**src/rtl/core/utf8dec_pkg.sv**
```systemverilog
// Shared types and constants for the UTF-8 to code point decoder.
// No dependencies.
package utf8dec_pkg;

    localparam int unsigned CpWidth   = 22;
    localparam int unsigned ByteWidth = 8;
    localparam int unsigned OutTdataW = 24;

    localparam logic [CpWidth-1:0] QMARK_CP = CpWidth'(8'h3F);

    // lead byte classes
    localparam logic [3:0] LEAD4_PAT = 4'hF;
    localparam logic [2:0] LEAD3_PAT = 3'b111;
    localparam logic [1:0] LEAD2_PAT = 2'b11;

    typedef struct packed {
        logic [CpWidth-1:0] code_point;
        logic               last_of_item;
        logic               end_of_text;
    } t_result;

endpackage

```
**src/rtl/core/utf8dec_step.sv**
```systemverilog
// Per-byte decode step: sequence state registers and result generation.
// Depends on utf8dec_pkg.
module utf8dec_step
    import utf8dec_pkg::*;
(
    input  logic                 i_clk,
    input  logic                 i_rst_n,
    input  logic                 i_accept,
    input  logic [ByteWidth-1:0] i_byte,
    input  logic                 i_end,
    output logic [1:0]           o_count,
    output t_result              o_res0,
    output t_result              o_res1
);

    logic [1:0]         r_owed;
    logic [CpWidth-1:0] r_pv;
    logic [1:0]         n_owed;
    logic [CpWidth-1:0] n_pv;
    logic [CpWidth-1:0] w_cp0;
    logic [CpWidth-1:0] w_cp1;
    logic [1:0]         w_cnt;
    logic [CpWidth-1:0] w_ascii;

    assign w_ascii = CpWidth'(i_byte);

    always_comb begin
        n_owed = r_owed;
        n_pv   = r_pv;
        w_cnt  = 2'd0;
        w_cp0  = QMARK_CP;
        w_cp1  = QMARK_CP;
        if (r_owed != 2'd0) begin
            if (i_byte[7]) begin
                n_pv   = {r_pv[CpWidth-7:0], i_byte[5:0]};
                n_owed = r_owed - 2'd1;
                if (n_owed == 2'd0) begin
                    w_cnt = 2'd1;
                    w_cp0 = n_pv;
                    n_pv  = '0;
                end
            end else begin
                w_cnt  = 2'd2;
                w_cp0  = QMARK_CP;
                w_cp1  = w_ascii;
                n_owed = 2'd0;
                n_pv   = '0;
            end
        end else if (!i_byte[7]) begin
            w_cnt = 2'd1;
            w_cp0 = w_ascii;
        end else if (i_byte[7:4] == LEAD4_PAT) begin
            n_owed = 2'd3;
            n_pv   = CpWidth'(i_byte[3:0]);
        end else if (i_byte[7:5] == LEAD3_PAT) begin
            n_owed = 2'd2;
            n_pv   = CpWidth'(i_byte[3:0]);
        end else if (i_byte[7:6] == LEAD2_PAT) begin
            n_owed = 2'd1;
            n_pv   = CpWidth'(i_byte[4:0]);
        end
        // string ended inside a sequence
        if (i_end && n_owed != 2'd0) begin
            n_owed = 2'd0;
            n_pv   = '0;
            if (w_cnt == 2'd0) begin
                w_cp0 = QMARK_CP;
            end else begin
                w_cp1 = QMARK_CP;
            end
            w_cnt = w_cnt + 2'd1;
        end
    end

    always_ff @(posedge i_clk) begin
        if (!i_rst_n) begin
            r_owed <= 2'd0;
            r_pv   <= '0;
        end else if (i_accept) begin
            r_owed <= n_owed;
            r_pv   <= n_pv;
        end
    end

    assign o_count = w_cnt;
    assign o_res0  = '{code_point: w_cp0, last_of_item: (w_cnt == 2'd1), end_of_text: i_end};
    assign o_res1  = '{code_point: w_cp1, last_of_item: 1'b1, end_of_text: i_end};

endmodule

```
**src/rtl/core/utf8_to_code_point_decoder_unit.sv**
```systemverilog
// Top level of the UTF-8 to code point decoder.
// Depends on utf8dec_pkg and utf8dec_step.
//
// Usage:
//   Slave stream carries one UTF-8 byte per beat in tdata, tlast marks the
//   final byte of a string. Master stream carries one code point per beat
//   in tdata, tuser flags the last result of the causing byte, tlast marks
//   results caused by the string's final byte.
//   The first result of an accepted byte shows on the master side in the
//   next cycle. Throughput: one byte per cycle while each byte yields at
//   most one result and the master side is ready; a byte that yields two
//   results (a broken sequence) holds the slave side until its second
//   result leaves the spare slot, as the master port moves one result per
//   beat. Bytes that yield no result (leads, continuations) clear the output.
//   An output register plus one spare slot for the second result decouple
//   the sides: a new byte is accepted while a result waits, as long as the
//   spare slot is empty and the output register frees up this cycle.
//   Reset clears the pending sequence and drops any queued results.
//   A master-side stall holds the result and backs up the slave side.
module utf8_to_code_point_decoder_unit
    import utf8dec_pkg::*;
(
    input  logic                 i_clk,
    input  logic                 i_rst_n,
    input  logic                 i_s_tvalid,
    output logic                 o_s_tready,
    input  logic [ByteWidth-1:0] i_s_tdata,   // [7:0] data_byte
    input  logic                 i_s_tlast,   // string_end
    output logic                 o_m_tvalid,
    input  logic                 i_m_tready,
    output logic [OutTdataW-1:0] o_m_tdata,   // [21:0] code_point, [23:22] zero
    output logic                 o_m_tuser,   // last_of_item
    output logic                 o_m_tlast    // end_of_text
);

    logic       w_accept;
    logic       w_out_free;
    logic [1:0] w_count;
    t_result    w_res0;
    t_result    w_res1;
    t_result    r_out;
    t_result    r_pend;
    logic       r_out_vld;
    logic       r_pend_vld;

    assign w_out_free = !r_out_vld || i_m_tready;
    assign o_s_tready = !r_pend_vld && w_out_free;
    assign w_accept   = i_s_tvalid && o_s_tready;

    utf8dec_step u_step (
        .i_clk    (i_clk),
        .i_rst_n  (i_rst_n),
        .i_accept (w_accept),
        .i_byte   (i_s_tdata),
        .i_end    (i_s_tlast),
        .o_count  (w_count),
        .o_res0   (w_res0),
        .o_res1   (w_res1)
    );

    always_ff @(posedge i_clk) begin
        if (!i_rst_n) begin
            r_out_vld  <= 1'b0;
            r_pend_vld <= 1'b0;
        end else if (w_accept) begin
            r_out_vld  <= (w_count != 2'd0);
            r_pend_vld <= (w_count == 2'd2);
            r_out      <= w_res0;
            r_pend     <= w_res1;
        end else if (r_pend_vld && w_out_free) begin
            r_out_vld  <= 1'b1;
            r_pend_vld <= 1'b0;
            r_out      <= r_pend;
        end else if (w_out_free) begin
            r_out_vld  <= 1'b0;
        end
    end

    assign o_m_tvalid = r_out_vld;
    assign o_m_tdata  = OutTdataW'(r_out.code_point);
    assign o_m_tuser  = r_out.last_of_item;
    assign o_m_tlast  = r_out.end_of_text;

    a_pend_behind_out : assert property (@(posedge i_clk) disable iff (!i_rst_n)
        r_pend_vld |-> (r_out_vld && !r_out.last_of_item && r_pend.last_of_item))
        else $error("second result queued without a non-final first result");

    a_no_accept_pend : assert property (@(posedge i_clk) disable iff (!i_rst_n)
        r_pend_vld |-> !o_s_tready)
        else $error("byte accepted while a second result is queued");

    a_pend_moves : assert property (@(posedge i_clk) disable iff (!i_rst_n)
        (r_pend_vld && i_m_tready) |=> (r_out_vld && !r_pend_vld && r_out.last_of_item))
        else $error("queued result not moved to output");

endmodule

```
**config.mk**
```make
export PLATFORM = sky130hd
export DESIGN_NAME = utf8_to_code_point_decoder_unit
export DESIGN_NICKNAME = d
export VERILOG_FILES = /design/src/rtl/core/utf8dec_pkg.sv /design/src/rtl/core/utf8dec_step.sv /design/src/rtl/core/utf8_to_code_point_decoder_unit.sv
export SDC_FILE = /design/constraint.sdc
export NUM_CORES = 1
export LEC_CHECK = 0
export ABC_AREA = 1
export BUFFER_PORTS_ARGS = -buffer_cell sky130_fd_sc_hd__buf_2
export CAP_MARGIN = 40
export CELL_PAD_IN_SITES_DETAIL_PLACEMENT = 0
export CELL_PAD_IN_SITES_GLOBAL_PLACEMENT = 1
export CORE_MARGIN = 1
export CORE_UTILIZATION = 38
export CTS_BUF_LIST = sky130_fd_sc_hd__clkbuf_8 sky130_fd_sc_hd__clkbuf_16
export CTS_CLUSTER_DIAMETER = 200
export DETAILED_ROUTE_END_ITERATION = 12
export GPL_TIMING_DRIVEN = 0
export PLACE_DENSITY_LB_ADDON = 0.12
export REMOVE_ABC_BUFFERS = 1
export SLEW_MARGIN = 25
export SYNTH_ARGS = -nofsm -noshare
export SYNTH_HDL_FRONTEND = slang
export SYNTH_SLANG_ARGS = --single-unit
```
**constraint.sdc**
```tcl
create_clock -name i_clk -period 2.6 [get_ports i_clk]
set_input_delay 0.39 -clock i_clk [delete_from_list [all_inputs] [get_ports i_clk]]
set_output_delay 0.39 -clock i_clk [all_outputs]
set_load 0.05 [all_outputs]
```
# After elaboration in Yosys (flattened, before gate mapping)
# Cells that the tools add are included.
word_totals:
  regBits: 67
  input_bits: 13
  output_inout_bits: 28
  wordCells: 71
op_classes:
  add_sub_neg: 2
  n_eq_ne: 5
  n_mux: 36
  reduce_logical: 19
ops:
  columns: ["op", "n"]
  rows:
  - ["$mux W22", 8]
  - ["$mux W16", 8]
  - ["$mux W24", 2]
  - ["$mux W2", 10]
  - ["$reduce_bool A2 Y1", 4]
  - ["$mux W1", 7]
  - ["$mux W7", 1]
  - ["$reduce_bool A3 Y1", 2]
  - ["$reduce_bool A5 Y1", 1]
  - ["$eq A2 B2 Y1 const B", 2]
  - ["$eq A4 B4 Y1 const B", 1]
  - ["$logic_and A1 B1 Y1", 4]
  - ["$logic_not A2 Y1", 2]
  - ["$reduce_and A2 Y1", 2]
  - ["$eq A3 B3 Y1 const B", 1]
  - ["$reduce_and A3 Y1", 1]
  - ["$add A2 B1 Y2 const B", 1]
  - ["$eq A2 B1 Y1 const B", 1]
  - ["$logic_not A1 Y1", 2]
  - ["$sub A2 B1 Y2 const B", 1]
  - ["$logic_or A1 B1 Y1", 1]

# Logic depth before layout (Yosys ltp)
# Gate-level depths: netlist of the first run.
depth:
  depth_word: 11
  depth_mapped: 13
  depth_no_buf: 13

# Hierarchy
# A second synthesis of the first run with hierarchy kept.
hier_totals:
  hier_cells: 418
  area_unflattened_um2: 3657.3
modules_own_cells:
  columns: ["mod", "n_inst", "cells_each", "area_each_um2", "seq_area_each_um2"]
  rows:
  - ["utf8_to_code_point_decoder_unit", 1, 148, 1905.6, 1481.4]
  - ["utf8dec_step", 1, 270, 1751.7, 360.3]

# Least setup slack after synthesis of the first run
# No wires, ideal clock.
synth_path:
  path_kind: "in2reg"
  from: "input port i_rst_n"
  to: "register r_out (netlist bit o_m_tdata[0]), enable pin"
  setup_ps: 435
  arrival_time_ps: 2353
  required_ps: 2165
  slack_ps: -188
  path_stages: 3
  path_buffers: 1
  cell_sequence: "buf_2 inv_1 nor3_1"
synth_between:
  elab_chain_cells: 1
synth_rtl:
  columns: ["item", "line", "rtl"]
  rows:
  - ["start: declaration", "utf8_to_code_point_decoder_unit.sv:24", "input logic i_rst_n,"]
  - ["$reduce_and A2 Y1 (no source line)", null, null]
  - ["end signal: assignment", "utf8_to_code_point_decoder_unit.sv:68", "r_out <= w_res0;"]
  - ["end signal: assignment", "utf8_to_code_point_decoder_unit.sv:73", "r_out <= r_pend;"]
  - ["end: declaration", "utf8_to_code_point_decoder_unit.sv:41", "t_result r_out;"]
# No other way between the ends.
# A chain may end at the register's enable or synchronous reset.

# Worst setup path in the final report of the first run
layout_path:
  from: "register u_step.r_owed[0]"
  to: "register r_out (netlist bit o_m_tdata[6]), data pin"
layout_between:
  elab_chain_cells: 9
  elab_cells_between_ends: 21
  cone_classes: "1 x add/sub; 15 x mux; 5 x reduce/logical"
layout_rtl:
  columns: ["item", "line", "rtl"]
  rows:
  - ["start: declaration", "utf8dec_step.sv:16", "logic [1:0] r_owed;"]
  - ["start signal: assignment", "utf8dec_step.sv:80", "r_owed <= n_owed;"]
  - ["$sub A2 B1 Y2 or $mux W2 (tied branches)", "utf8dec_step.sv:36, utf8dec_step.sv:58", null]
  - ["$logic_not A2 Y1 or $mux W2 (tied branches)", "utf8dec_step.sv:37, utf8dec_step.sv:55", null]
  - ["$mux W1 or $mux W2 (tied branches)", "utf8dec_step.sv:37, utf8dec_step.sv:52", null]
  - ["$mux W2 (on tied branches)", "utf8dec_step.sv:34, utf8dec_step.sv:49", null]
  - ["$mux W2", "utf8dec_step.sv:33", "if (r_owed != 2'd0) begin"]
  - ["$logic_not A2 Y1 or $reduce_bool A2 Y1 (tied branches)", "utf8dec_step.sv:66, utf8dec_step.sv:63", null]
  - ["$mux W22 or $logic_and A1 B1 Y1 (tied branches)", "utf8dec_step.sv:66, utf8dec_step.sv:63", null]
  - ["$mux W22 (*)", "utf8dec_step.sv:63", "if (i_end && n_owed != 2'd0) begin"]
  - ["$mux W24 (*)", "utf8_to_code_point_decoder_unit.sv:65", "end else if (w_accept) begin"]
# Mark *: on every way between the ends. The rest lies on a longest branch, timed or not.

==> results.toml, run 1 <==
[worst_setup_path]
ff2ff_setup_slack_ns = 0.26
worstSetupStartpoint = "u_step.r_owed[0]"
cp_slowest_cell = "dfxtp_1"
path_cells = "inv_1 -> ha_2 -> inv_2 -> nand3_1 -> o21ai_0 -> inv_2 -> ha_1 -> nand3_2 -> buf_6 -> nand3_1 -> nand2_1"
timing.rr.start = "u_step.r_owed[0]"
worstSetupEndpointType = "flip-flop"
cpPeakStageDelay_ns = 0.35
critPathKind = "reg -> reg"
worstPathRequired_ns = 2.67
cp-endpoint = "o_m_tdata[6]"
arrival_ns = 2.41
r2r_end = "o_m_tdata[6]"
critical_path.max_fanout = 12
rr_worst_depth = 11
start_kind = "flip-flop"

[final_layout]
antennaDiodeCount = 0
final_cell_area_sq_um = 2840
area_growth_pct = 13.2
nets = 325
drive_gt1_share_pct = 23.5
fillerInstances = 644

[global_route]
antenna_found_initial = 0
grt_pass1_vias = 1854
met3_usage_pct = 3.08
busiest_layer = "met2"
grt_start_max_net_pins = 44
grt_usage_pct = 16.2
grt_pass1_wl_mm = 9.00
gr-usage-met2_pct = 26.2
use_met1_pct = 21.6
grt_remaining_overflow = 0

[synth]
syn_area_sq_um = 2510
ys.warnings.count = 0
ys_seq_area_share_pct = 54.3
ys_seq_elements = 52
syn_avg_cell_area_sq_um = 9.01
syn_inst = 278
ys_types = 26

[status]
status = "complete, no violations"

[sta]
timing.fmax_mhz = 427
rsz0062_at_grt = "no"
min_period_over_period_pct = 90.2
final_max_slew_viol_count = 0
skew_ns = 0.00843
fin_crit_ns = 2.34
setup_violations = 0
slew_headroom_pct = 50.4
tns_ns = 0
tightest_slew_ns = 0.742
hold_viol_final = 0

[min_path]
hold_class = "in -> reg"
holdCritStartpoint = "i_m_tready"

[placement]
place_congestion = 0.873
placed_area_sq_um = 2720
portBuffers = 38
dp_hpwl_mm = 3.39

[clock_network]
clock_path_buffers = 2
ctsHoldBuffers = 0
cts_buffers = 5
clock_sinks = 52
tritoncts = "done"
cts_root_buffer = "clkbuf_8"
cts_setup_buffers = 0
cts_htree_levels = 2
clk_latency_ns = 0.31
clk_pin_slew_ns = 0.09

[floorplanning]
core_sq_um = 6350
die_width_um = 83.2
fp.dieArea_sq_um = 6920
start_util_pct = 39.5
die_h_um = 83.2
rows = 29
pin_count = 41

[pwr]
p_leak_nw = 1.24
ir_drop_mv = 0.273
cellPowerDensity_nw_per_um2 = 649

[route]
postRouteAntennaNets = 0
via_per_inst = 4.93
dr.pass1.iters = 4
avgRoutedWirePerCell_um = 13.3
wl_mm = 5.14
first_iter_violations = 114
vias = 1907
route.detailed.drc = 0

[run]
drv_cap = 0
[state kept, by name (all words and copies together) (netlist names)]
name / cells
o_m_tdata: 22
u_step.r_pv: 16
r_pend: 8
u_step.r_owed: 2
o_m_tlast: 1
o_m_tuser: 1
o_m_tvalid: 1
r_pend_vld: 1
[cell usage in the layout (no fill, tap or decap)]
| cell type | n |
|---|---|
| a21oi_1 | 20 |
| a2bb2oi_1 | 6 |
| buf_2 | 38 |
| buf_4 | 2 |
| buf_6 | 1 |
| clkbuf_16 | 1 |
| clkbuf_8 | 5 |
| conb_1 | 2 |
| dfxtp_1 | 20 |
| edfxtp_1 | 32 |
| ha_1 | 2 |
| ha_2 | 1 |
| inv_1 | 29 |
| inv_2 | 2 |
| inv_4 | 1 |
| inv_6 | 1 |
| nand2_1 | 35 |
| nand2_2 | 3 |
| nand2_4 | 2 |
| nand3_1 | 53 |
| nand3_2 | 6 |
| nand3_4 | 1 |
| nor2_1 | 26 |
| nor2_2 | 2 |
| nor3_1 | 6 |
| nor3_2 | 1 |
| o21ai_0 | 5 |
| o32ai_1 | 1 |
| or2_2 | 6 |
[kinds of logic (layout without fill, tap and decap cells)]
logic type,count (synthesis),in the layout,share of synthesized area (%)
compound gates,32,32,7.44
fa+ha+maj,3,3,1.50
simple gates,141,141,27.6
other cells,1,2,0.150
flops,52,52,54.3
buf+inv,49,80,9.04
[worst max-delay path: cells and delay by family, from the launching register on]
family	cells	cell delay, ns
buf+inv	4	0.62
flops	1	0.35
compound gates	1	0.17
fa+ha+maj	2	0.47
simple gates	4	0.50
[synth_stat cells]
cell / count / share of area, %
clkinv_1: 2 / 0.30
or2_2: 6 / 1.5
nand2_2: 3 / 0.75
edfxtp_1: 32 / 38
conb_1: 1 / 0.15
nand3_4: 1 / 0.70
nor2_1: 27 / 4.0
nor2_2: 1 / 0.25
nand3_2: 5 / 2.0
a21oi_1: 20 / 4.0
buf_2: 6 / 1.2
nand2_4: 2 / 0.90
nor3_1: 7 / 1.4
o21ai_0: 5 / 1.0
nand3_1: 54 / 11
clkbuf_1: 5 / 0.75
o32ai_1: 1 / 0.35
inv_2: 1 / 0.15
nand2_1: 35 / 5.2
a2bb2oi_1: 6 / 2.1
buf_4: 3 / 0.90
buf_6: 3 / 1.3
dfxtp_1: 20 / 16
clkbuf_2: 1 / 0.20
inv_1: 28 / 4.2
ha_1: 3 / 1.5
[worst min-delay path by stage]
stage	slack [ns]	endpoint	cells past startpoint
2_1_floorplan	0.45	u_step.r_pv[10]	2
3_3_place_gp	0.46	u_step.r_pv[11]	2
3_5_place_dp	0.47	u_step.r_pv[11]	2
4_1_cts	0.37	r_pend[3]	2
5_1_grt	0.39	r_pend[3]	2
6_report	0.38	r_pend_vld	4
[final cells by class]
cell class                 instances  area, sq um  share of cell area [%]
sequential                        52         1360                    48.0
multi-input combinational        178          937                    33.0
inverter                          31          119                    4.19
clock buffer                       6         93.8                    3.31
timing repair buffer              41          216                    7.63
clock inverter                     2         12.5                   0.441
tap                               77         96.3                    3.40
[stage by stage]
stage / instances / hold slack, ns / power, mW / utilization, % / setup slack, ns
2_1_floorplan: 261 / 0.452 / 1.24 / - / -0.222
3_3_place_gp: 376 / 0.464 / 1.33 / 42.3 / -1.42
3_5_place_dp: 379 / 0.471 / 1.34 / 42.9 / -0.141
4_1_cts: 387 / 0.372 / 1.87 / 44.6 / 0.00907
5_1_grt: 387 / 0.385 / 1.94 / 44.7 / 0.0652
6_report: 387 / 0.384 / 1.84 / 44.7 / 0.256
[what timing repair did]
| action | CTS | global route |
|---|---|---|
| hold endpoints to repair | 0 | 0 |
| endpoints found under the setup margin | 12 | 18 |
| gates resized for setup | 1 | 3 |
| pin swaps | 0 | 0 |
[report_power, final]
part | leakage (nW) | internal, mW | switching [mW]
Clock | 0.0581 | 0.249 | 0.277
Sequential | 0.444 | 0.929 | 0.0238
Combinational | 0.739 | 0.0973 | 0.264
Total | 1.24 | 1.28 | 0.565
[metal layers]
| layer | vias up | wire length, um |
|---|---|---|
| li1 | 995 | - |
| met1 | 871 | 2550 |
| met2 | 34 | 2360 |
| met3 | 7 | 156 |
| met4 | 0 | 74 |
| met5 | - | 0 |
No activity file was read; power rests on OpenSTA's default activity.
==> run 2, diff against run 1 <==
GPL_TIMING_DRIVEN = 1   (was 0)
RECOVER_POWER = 50   (was default)
==> results.toml, run 2 (same netlist as run 1, synthesis figures left out) <==
[pwr]
cellPowerDensity_nw_per_um2 = 642
power.switching_mw = 0.566
clockPowerShare_pct = 27.2
p_leak_nw = 1.17
ir_drop_mv = 0.278
power_mw = 1.80
internal_power_mw = 1.24
seq_power_share_pct = 52.9
p_comb_share_pct = 19.8
switching_share_pct = 31.4

[clock_network]
cts_buffers = 5
cts_htree_levels = 2
cts_root_buffer = "clkbuf_8"
cts_setup_buffers = 0
clock_sinks = 52
clock_path_buffers = 2
tritoncts = "done"
cts_resized = 0
ctsHoldBuffers = 0
clk_pin_slew_ns = 0.10
clk_latency_ns = 0.31

[floorplanning]
die_h_um = 83.2
rows = 29
die_width_um = 83.2
fp.dieArea_sq_um = 6920
pin_count = 41
start_util_pct = 39.5
core_sq_um = 6350

[global_route]
grt_start_max_net_pins = 44
grt_pass1_wl_mm = 8.77
grt_pass1_vias = 1802
grt_usage_pct = 15.8
grt_remaining_overflow = 0
antenna_found_initial = 0

[placement]
dp_hpwl_mm = 3.34
dp_slack_ns = 0.232
portBuffers = 38
place_congestion = 0.858

[final_layout]
ff_latch_area_sq_um = 1360
nets = 329
drive_gt1_share_pct = 14.0
largest_register_ffs = 22
final_cell_mix = "nand3_1 (54), nand2_1 (35), edfxtp_1 (32)"
final_common_cell = "nand3_1"
multi_input_area_sq_um = 927
fillerInstances = 655
antennaDiodeCount = 0
area_growth_pct = 12.0

[route]
route.detailed.drc = 0
vias = 1910
via_per_inst = 4.88
first_iter_violations = 149
avgRoutedWirePerCell_um = 13.1
dr.pass1.iters = 4
wl_mm = 5.14
postRouteAntennaNets = 0

[min_path]
holdCritStartpoint = "i_m_tready"
hold_class = "in -> reg"
hold-path-endpoint = "r_pend_vld"
min_path_cells = 4

[sta]
setup_violations = 0
slew_headroom_pct = 10.3
hold_viol_final = 0
fin_ws_ns = 0.384
rsz0062_at_grt = "no"
fin_crit_ns = 2.22
tightest_slew_ns = 1.35
timing.fmax_mhz = 451
final_max_slew_viol_count = 0
skew_ns = 0.00345
min_period_over_period_pct = 85.2

[worst_setup_path]
arrival_ns = 2.42
critPathKind = "reg -> reg"
start_kind = "flip-flop"
rr_worst_depth = 10
worstSetupEndpointType = "flip-flop"
worstPathRequired_ns = 2.81
timing.rr.start = "u_step.r_owed[1]"
critical_path.max_fanout = 32
ff2ff_setup_slack_ns = 0.38
r2r_end = "u_step.r_pv[8]"

[run]
drv_cap = 0

[status]
status = "complete, no violations"
run 2: final cells by class:
class,instances,area share (%)
Clock buffer,6,2.94
Clock inverter,2,0.401
Inverter,31,4.15
Multi-Input combinational cell,178,33.0
Sequential cell,52,48.5
Tap cell,77,3.43
Timing Repair Buffer,45,7.53
run 2: worst max-delay path by stage:
| stage | startpoint | to | slack (ns) |
|---|---|---|---|
| 5_1_grt | u_step.r_owed[0] | u_step.r_pv[5] | 0.14 |
| 2_1_floorplan | o_m_tvalid | o_m_tuser | -0.22 |
| 3_5_place_dp | u_step.r_owed[0] | o_m_tuser | 0.23 |
| 4_1_cts | u_step.r_owed[0] | o_m_tdata[2] | 0.21 |
| 3_3_place_gp | u_step.r_owed[0] | o_m_tuser | 0.28 |
| 6_report | u_step.r_owed[1] | u_step.r_pv[8] | 0.38 |
run 2: critical path: stages (launching register included):
cell,delay [ns]
dfxtp_1,0.39
inv_1,0.08
ha_1,0.28
inv_2,0.14
o21ai_0,0.13
nand2_1,0.11
nand2_2,0.09
nand2_4,0.20
nand3_4,0.36
a21oi_1,0.25
nor2_1,0.06
run 2: metal layers:
metal / part of all wire [%] / vias up / global-route usage [%] / wire length (um)
li1: - / 998 / - / -
met1: 51 / 871 / 21.5 / 2630
met2: 44 / 34 / 24.7 / 2240
met3: 3.2 / 7 / 3.38 / 162
met4: 2.0 / 0 / 5.64 / 102
met5: 0 / - / 0 / 0
run 2: per-stage QoR:
| stage | std cells | setup TNS, ns | util (%) | area, sq um | hold slack, ns |
|---|---|---|---|---|---|
| after floorplan | 261 | -8.74 | - | 2400 | 0.452 |
| after global placement | 382 | 0 | 43.3 | 2750 | 0.465 |
| after detailed placement | 383 | 0 | 43.4 | 2760 | 0.472 |
| after CTS | 391 | 0 | 44.9 | 2850 | 0.359 |
| after global routing | 391 | 0 | 44.2 | 2810 | 0.376 |
| final | 391 | 0 | 44.2 | 2810 | 0.366 |
run 2: power by group through the flow:
stage	logic (mW)	registers, mW	clock network, mW
after global routing	0.401	0.960	0.535
after global placement	0.372	0.972	0
after floorplan	0.194	1.04	0
final	0.358	0.954	0.491
after CTS	0.372	0.953	0.504
after detailed placement	0.372	0.971	0
==> run 3, diff against run 2 <==
ABC_AREA = default   (was 1)
CORE_UTILIZATION = 40   (was 38)
RECOVER_POWER = default   (was 50)
==> results.toml, run 3 <==
[synth]
synth_edf_count = 32
yosys.area_share.xor_xnor_pct = 0
ys_async_sr_fraction_pct = 0
ys_types = 46
synth_top_family_by_area = "compound AO/OA/AOI/OAI gates"
synth-compound-area-share_pct = 18.9
yosys.area.top_type = "edfxtp_1"
syn_avg_cell_area_sq_um = 11.9
yosysMostFrequentCell = "edfxtp_1"
synthTopCellsByArea = "edfxtp_1 (41%), dfxtp_1 (17%), and2_1 (5.6%), a32o_1 (2.5%), o32a_1 (2.5%)"
syn_area_sq_um = 2360
ys.warnings.count = 0
yosys-top-cells-count = "edfxtp_1 (32), and2_1 (21), dfxtp_1 (20)"
ys_seq_elements = 52
syn_inst = 198
synth_ff_type = "edfxtp_1"
ys_seq_area_share_pct = 57.8
muxShareOfSynthArea_pct = 0.425
yosysTopAreaCellShare_pct = 40.8
synth_adder_area_share_pct = 1.59
synth-simple-area-share_pct = 16.5

[floorplanning]
pin_count = 41
start_util_pct = 42.0
die_width_um = 78.7
rows = 27
core_sq_um = 5610
die_h_um = 78.7
fp.dieArea_sq_um = 6200

[placement]
place_congestion = 0.870
dp_hpwl_mm = 3.67
portBuffers = 38
dp_slack_ns = 0.178
placed_area_sq_um = 2610

[worst_setup_path]
worstSetupEndpointType = "flip-flop"
start_kind = "flip-flop"
cp-endpoint = "o_m_tdata[2]"
worstSetupStartpoint = "u_step.r_owed[0]"
worstPathRequired_ns = 2.67
r2r_end = "o_m_tdata[2]"
rr_worst_depth = 7
arrival_ns = 2.54
path_cells = "inv_1 -> ha_1 -> and4_1 -> a211oi_4 -> o211ai_4 -> and3_1 -> o32a_1"
ff2ff_setup_slack_ns = 0.13
cp_slowest_cell = "dfxtp_1"
critical_path.max_fanout = 10
critPathKind = "reg -> reg"
cpPeakStageDelay_ns = 0.40
timing.rr.start = "u_step.r_owed[0]"

[route]
via_per_inst = 5.59
first_iter_violations = 119
postRouteAntennaNets = 0
wl_mm = 5.24
dr.pass1.iters = 5
route.detailed.drc = 0
avgRoutedWirePerCell_um = 16.9
vias = 1727

[global_route]
grt_usage_pct = 18.2
grt_pass1_wl_mm = 8.44
antenna_found_initial = 0
grt_pass1_vias = 1701
grt_remaining_overflow = 0
grt_start_max_net_pins = 25

[status]
status = "complete, no violations"

[run]
drv_cap = 0

[clock_network]
cts_buffers = 5
clock_sinks = 52
clock_path_buffers = 2
cts_htree_levels = 2
cts_root_buffer = "clkbuf_8"
clk_pin_slew_ns = 0.10
tritoncts = "done"
clk_latency_ns = 0.31

[final_layout]
final_cell_mix = "buf_2 (38), edfxtp_1 (32), and2_1 (21)"
final_common_cell = "buf_2"
drive_gt1_share_pct = 24.5
largest_register_ffs = 22
area_growth_pct = 15.0
fillerInstances = 546
final_cell_area_sq_um = 2710
antennaDiodeCount = 0
nets = 252

[sta]
tns_ns = 0
holdWs_ns = 0.336
min_period_over_period_pct = 95.2
tightest_slew_ns = 0.610
skew_ns = 0.00337
fin_crit_ns = 2.47
rsz0062_at_grt = "no"
setup_violations = 0
timing.fmax_mhz = 404
hold_viol_final = 0
final_max_slew_viol_count = 0
slew_headroom_pct = 59.2
fin_ws_ns = 0.126

[pwr]
cellPowerDensity_nw_per_um2 = 606
p_leak_nw = 0.975
ir_drop_mv = 0.251
power_mw = 1.64

[min_path]
hold_class = "in -> reg"
## run 3: cell count changes after synthesis, sizes merged, moves of 6 or more
cell / previous run / this run
a22oi: 0 / 7
nand3: 60 / 4
a21oi: 20 / 4
or2: 6 / 0
a2bb2oi: 6 / 0
o2bb2ai: 0 / 6
o32a: 0 / 6
nand2: 40 / 8
inv: 29 / 8
nor2: 28 / 11
nor3: 7 / 1
and2: 0 / 21
or3: 0 / 6
a32o: 0 / 6
## run 3: logic make-up (layout without fill, tap and decap cells)
| group | count (synthesis) | after routing |
|---|---|---|
| adder cells (fa/ha/maj) | 3 | 3 |
| other | 1 | 2 |
| multiplexers | 1 | 1 |
| flip-flops | 52 | 52 |
| AO/OA/AOI/OAI | 51 | 51 |
| buffers and inverters | 22 | 60 |
| AND/OR/NAND/NOR | 68 | 68 |
## run 3: repair_timing
item	4_1_cts	5_1_grt
resized for setup	0	1
setup endpoints to repair	0	9
hold buffers	0	0
setup buffers	0	0
## run 3: power breakdown
group          switching [mW]  internal [mW]
logic                   0.183         0.0665
registers             0.00922          0.900
clock network           0.286          0.199
## run 3: worst min path at each step
stage | from | end | slack (ns) | cells after the start
after CTS | i_s_tdata[1] | u_step.r_pv[1] | 0.33 | 2
after detailed placement | u_step.r_pv[12] | u_step.r_pv[12] | 0.45 | 1
after floorplan | u_step.r_pv[10] | u_step.r_pv[10] | 0.43 | 1
after global routing | i_s_tdata[1] | u_step.r_pv[1] | 0.33 | 2
after global placement | u_step.r_pv[12] | u_step.r_pv[12] | 0.45 | 1
final | i_s_tdata[1] | u_step.r_pv[1] | 0.34 | 2
## run 3: layout make-up
| cell class | instances | area, sq um | share of cell area (%) |
|---|---|---|---|
| timing repair buffer | 44 | 235 | 8.68 |
| clock inverter | 3 | 26.3 | 0.970 |
| multi-input combinational | 125 | 898 | 33.1 |
| tap | 72 | 90.1 | 3.32 |
| inverter | 8 | 30.0 | 1.11 |
| clock buffer | 5 | 68.8 | 2.54 |
| sequential | 52 | 1360 | 50.2 |
## run 3: stage by stage
stage          instances  util [%]
2_1_floorplan        185         -
5_1_grt              309      48.3
3_5_place_dp         301      46.5
6_report             309      48.3
3_3_place_gp         301      46.5
4_1_cts              309      48.2
## run 3: worst max-delay path, delay by kind of cell (launching register included)
kind,cells,cell delay (ns)
buf+inv,1,0.08
flops,1,0.40
compound gates,3,0.80
simple gates,2,0.61
fa+ha+maj,1,0.33
## run 3: layer usage
layer | up-vias | wire length [um] | GRT usage, %
li1 | 824 | - | -
met1 | 842 | 2310 | 22.8
met2 | 50 | 2580 | 30.9
met3 | 11 | 235 | 3.10
met4 | 0 | 109 | 7.59
met5 | - | 0 | 0
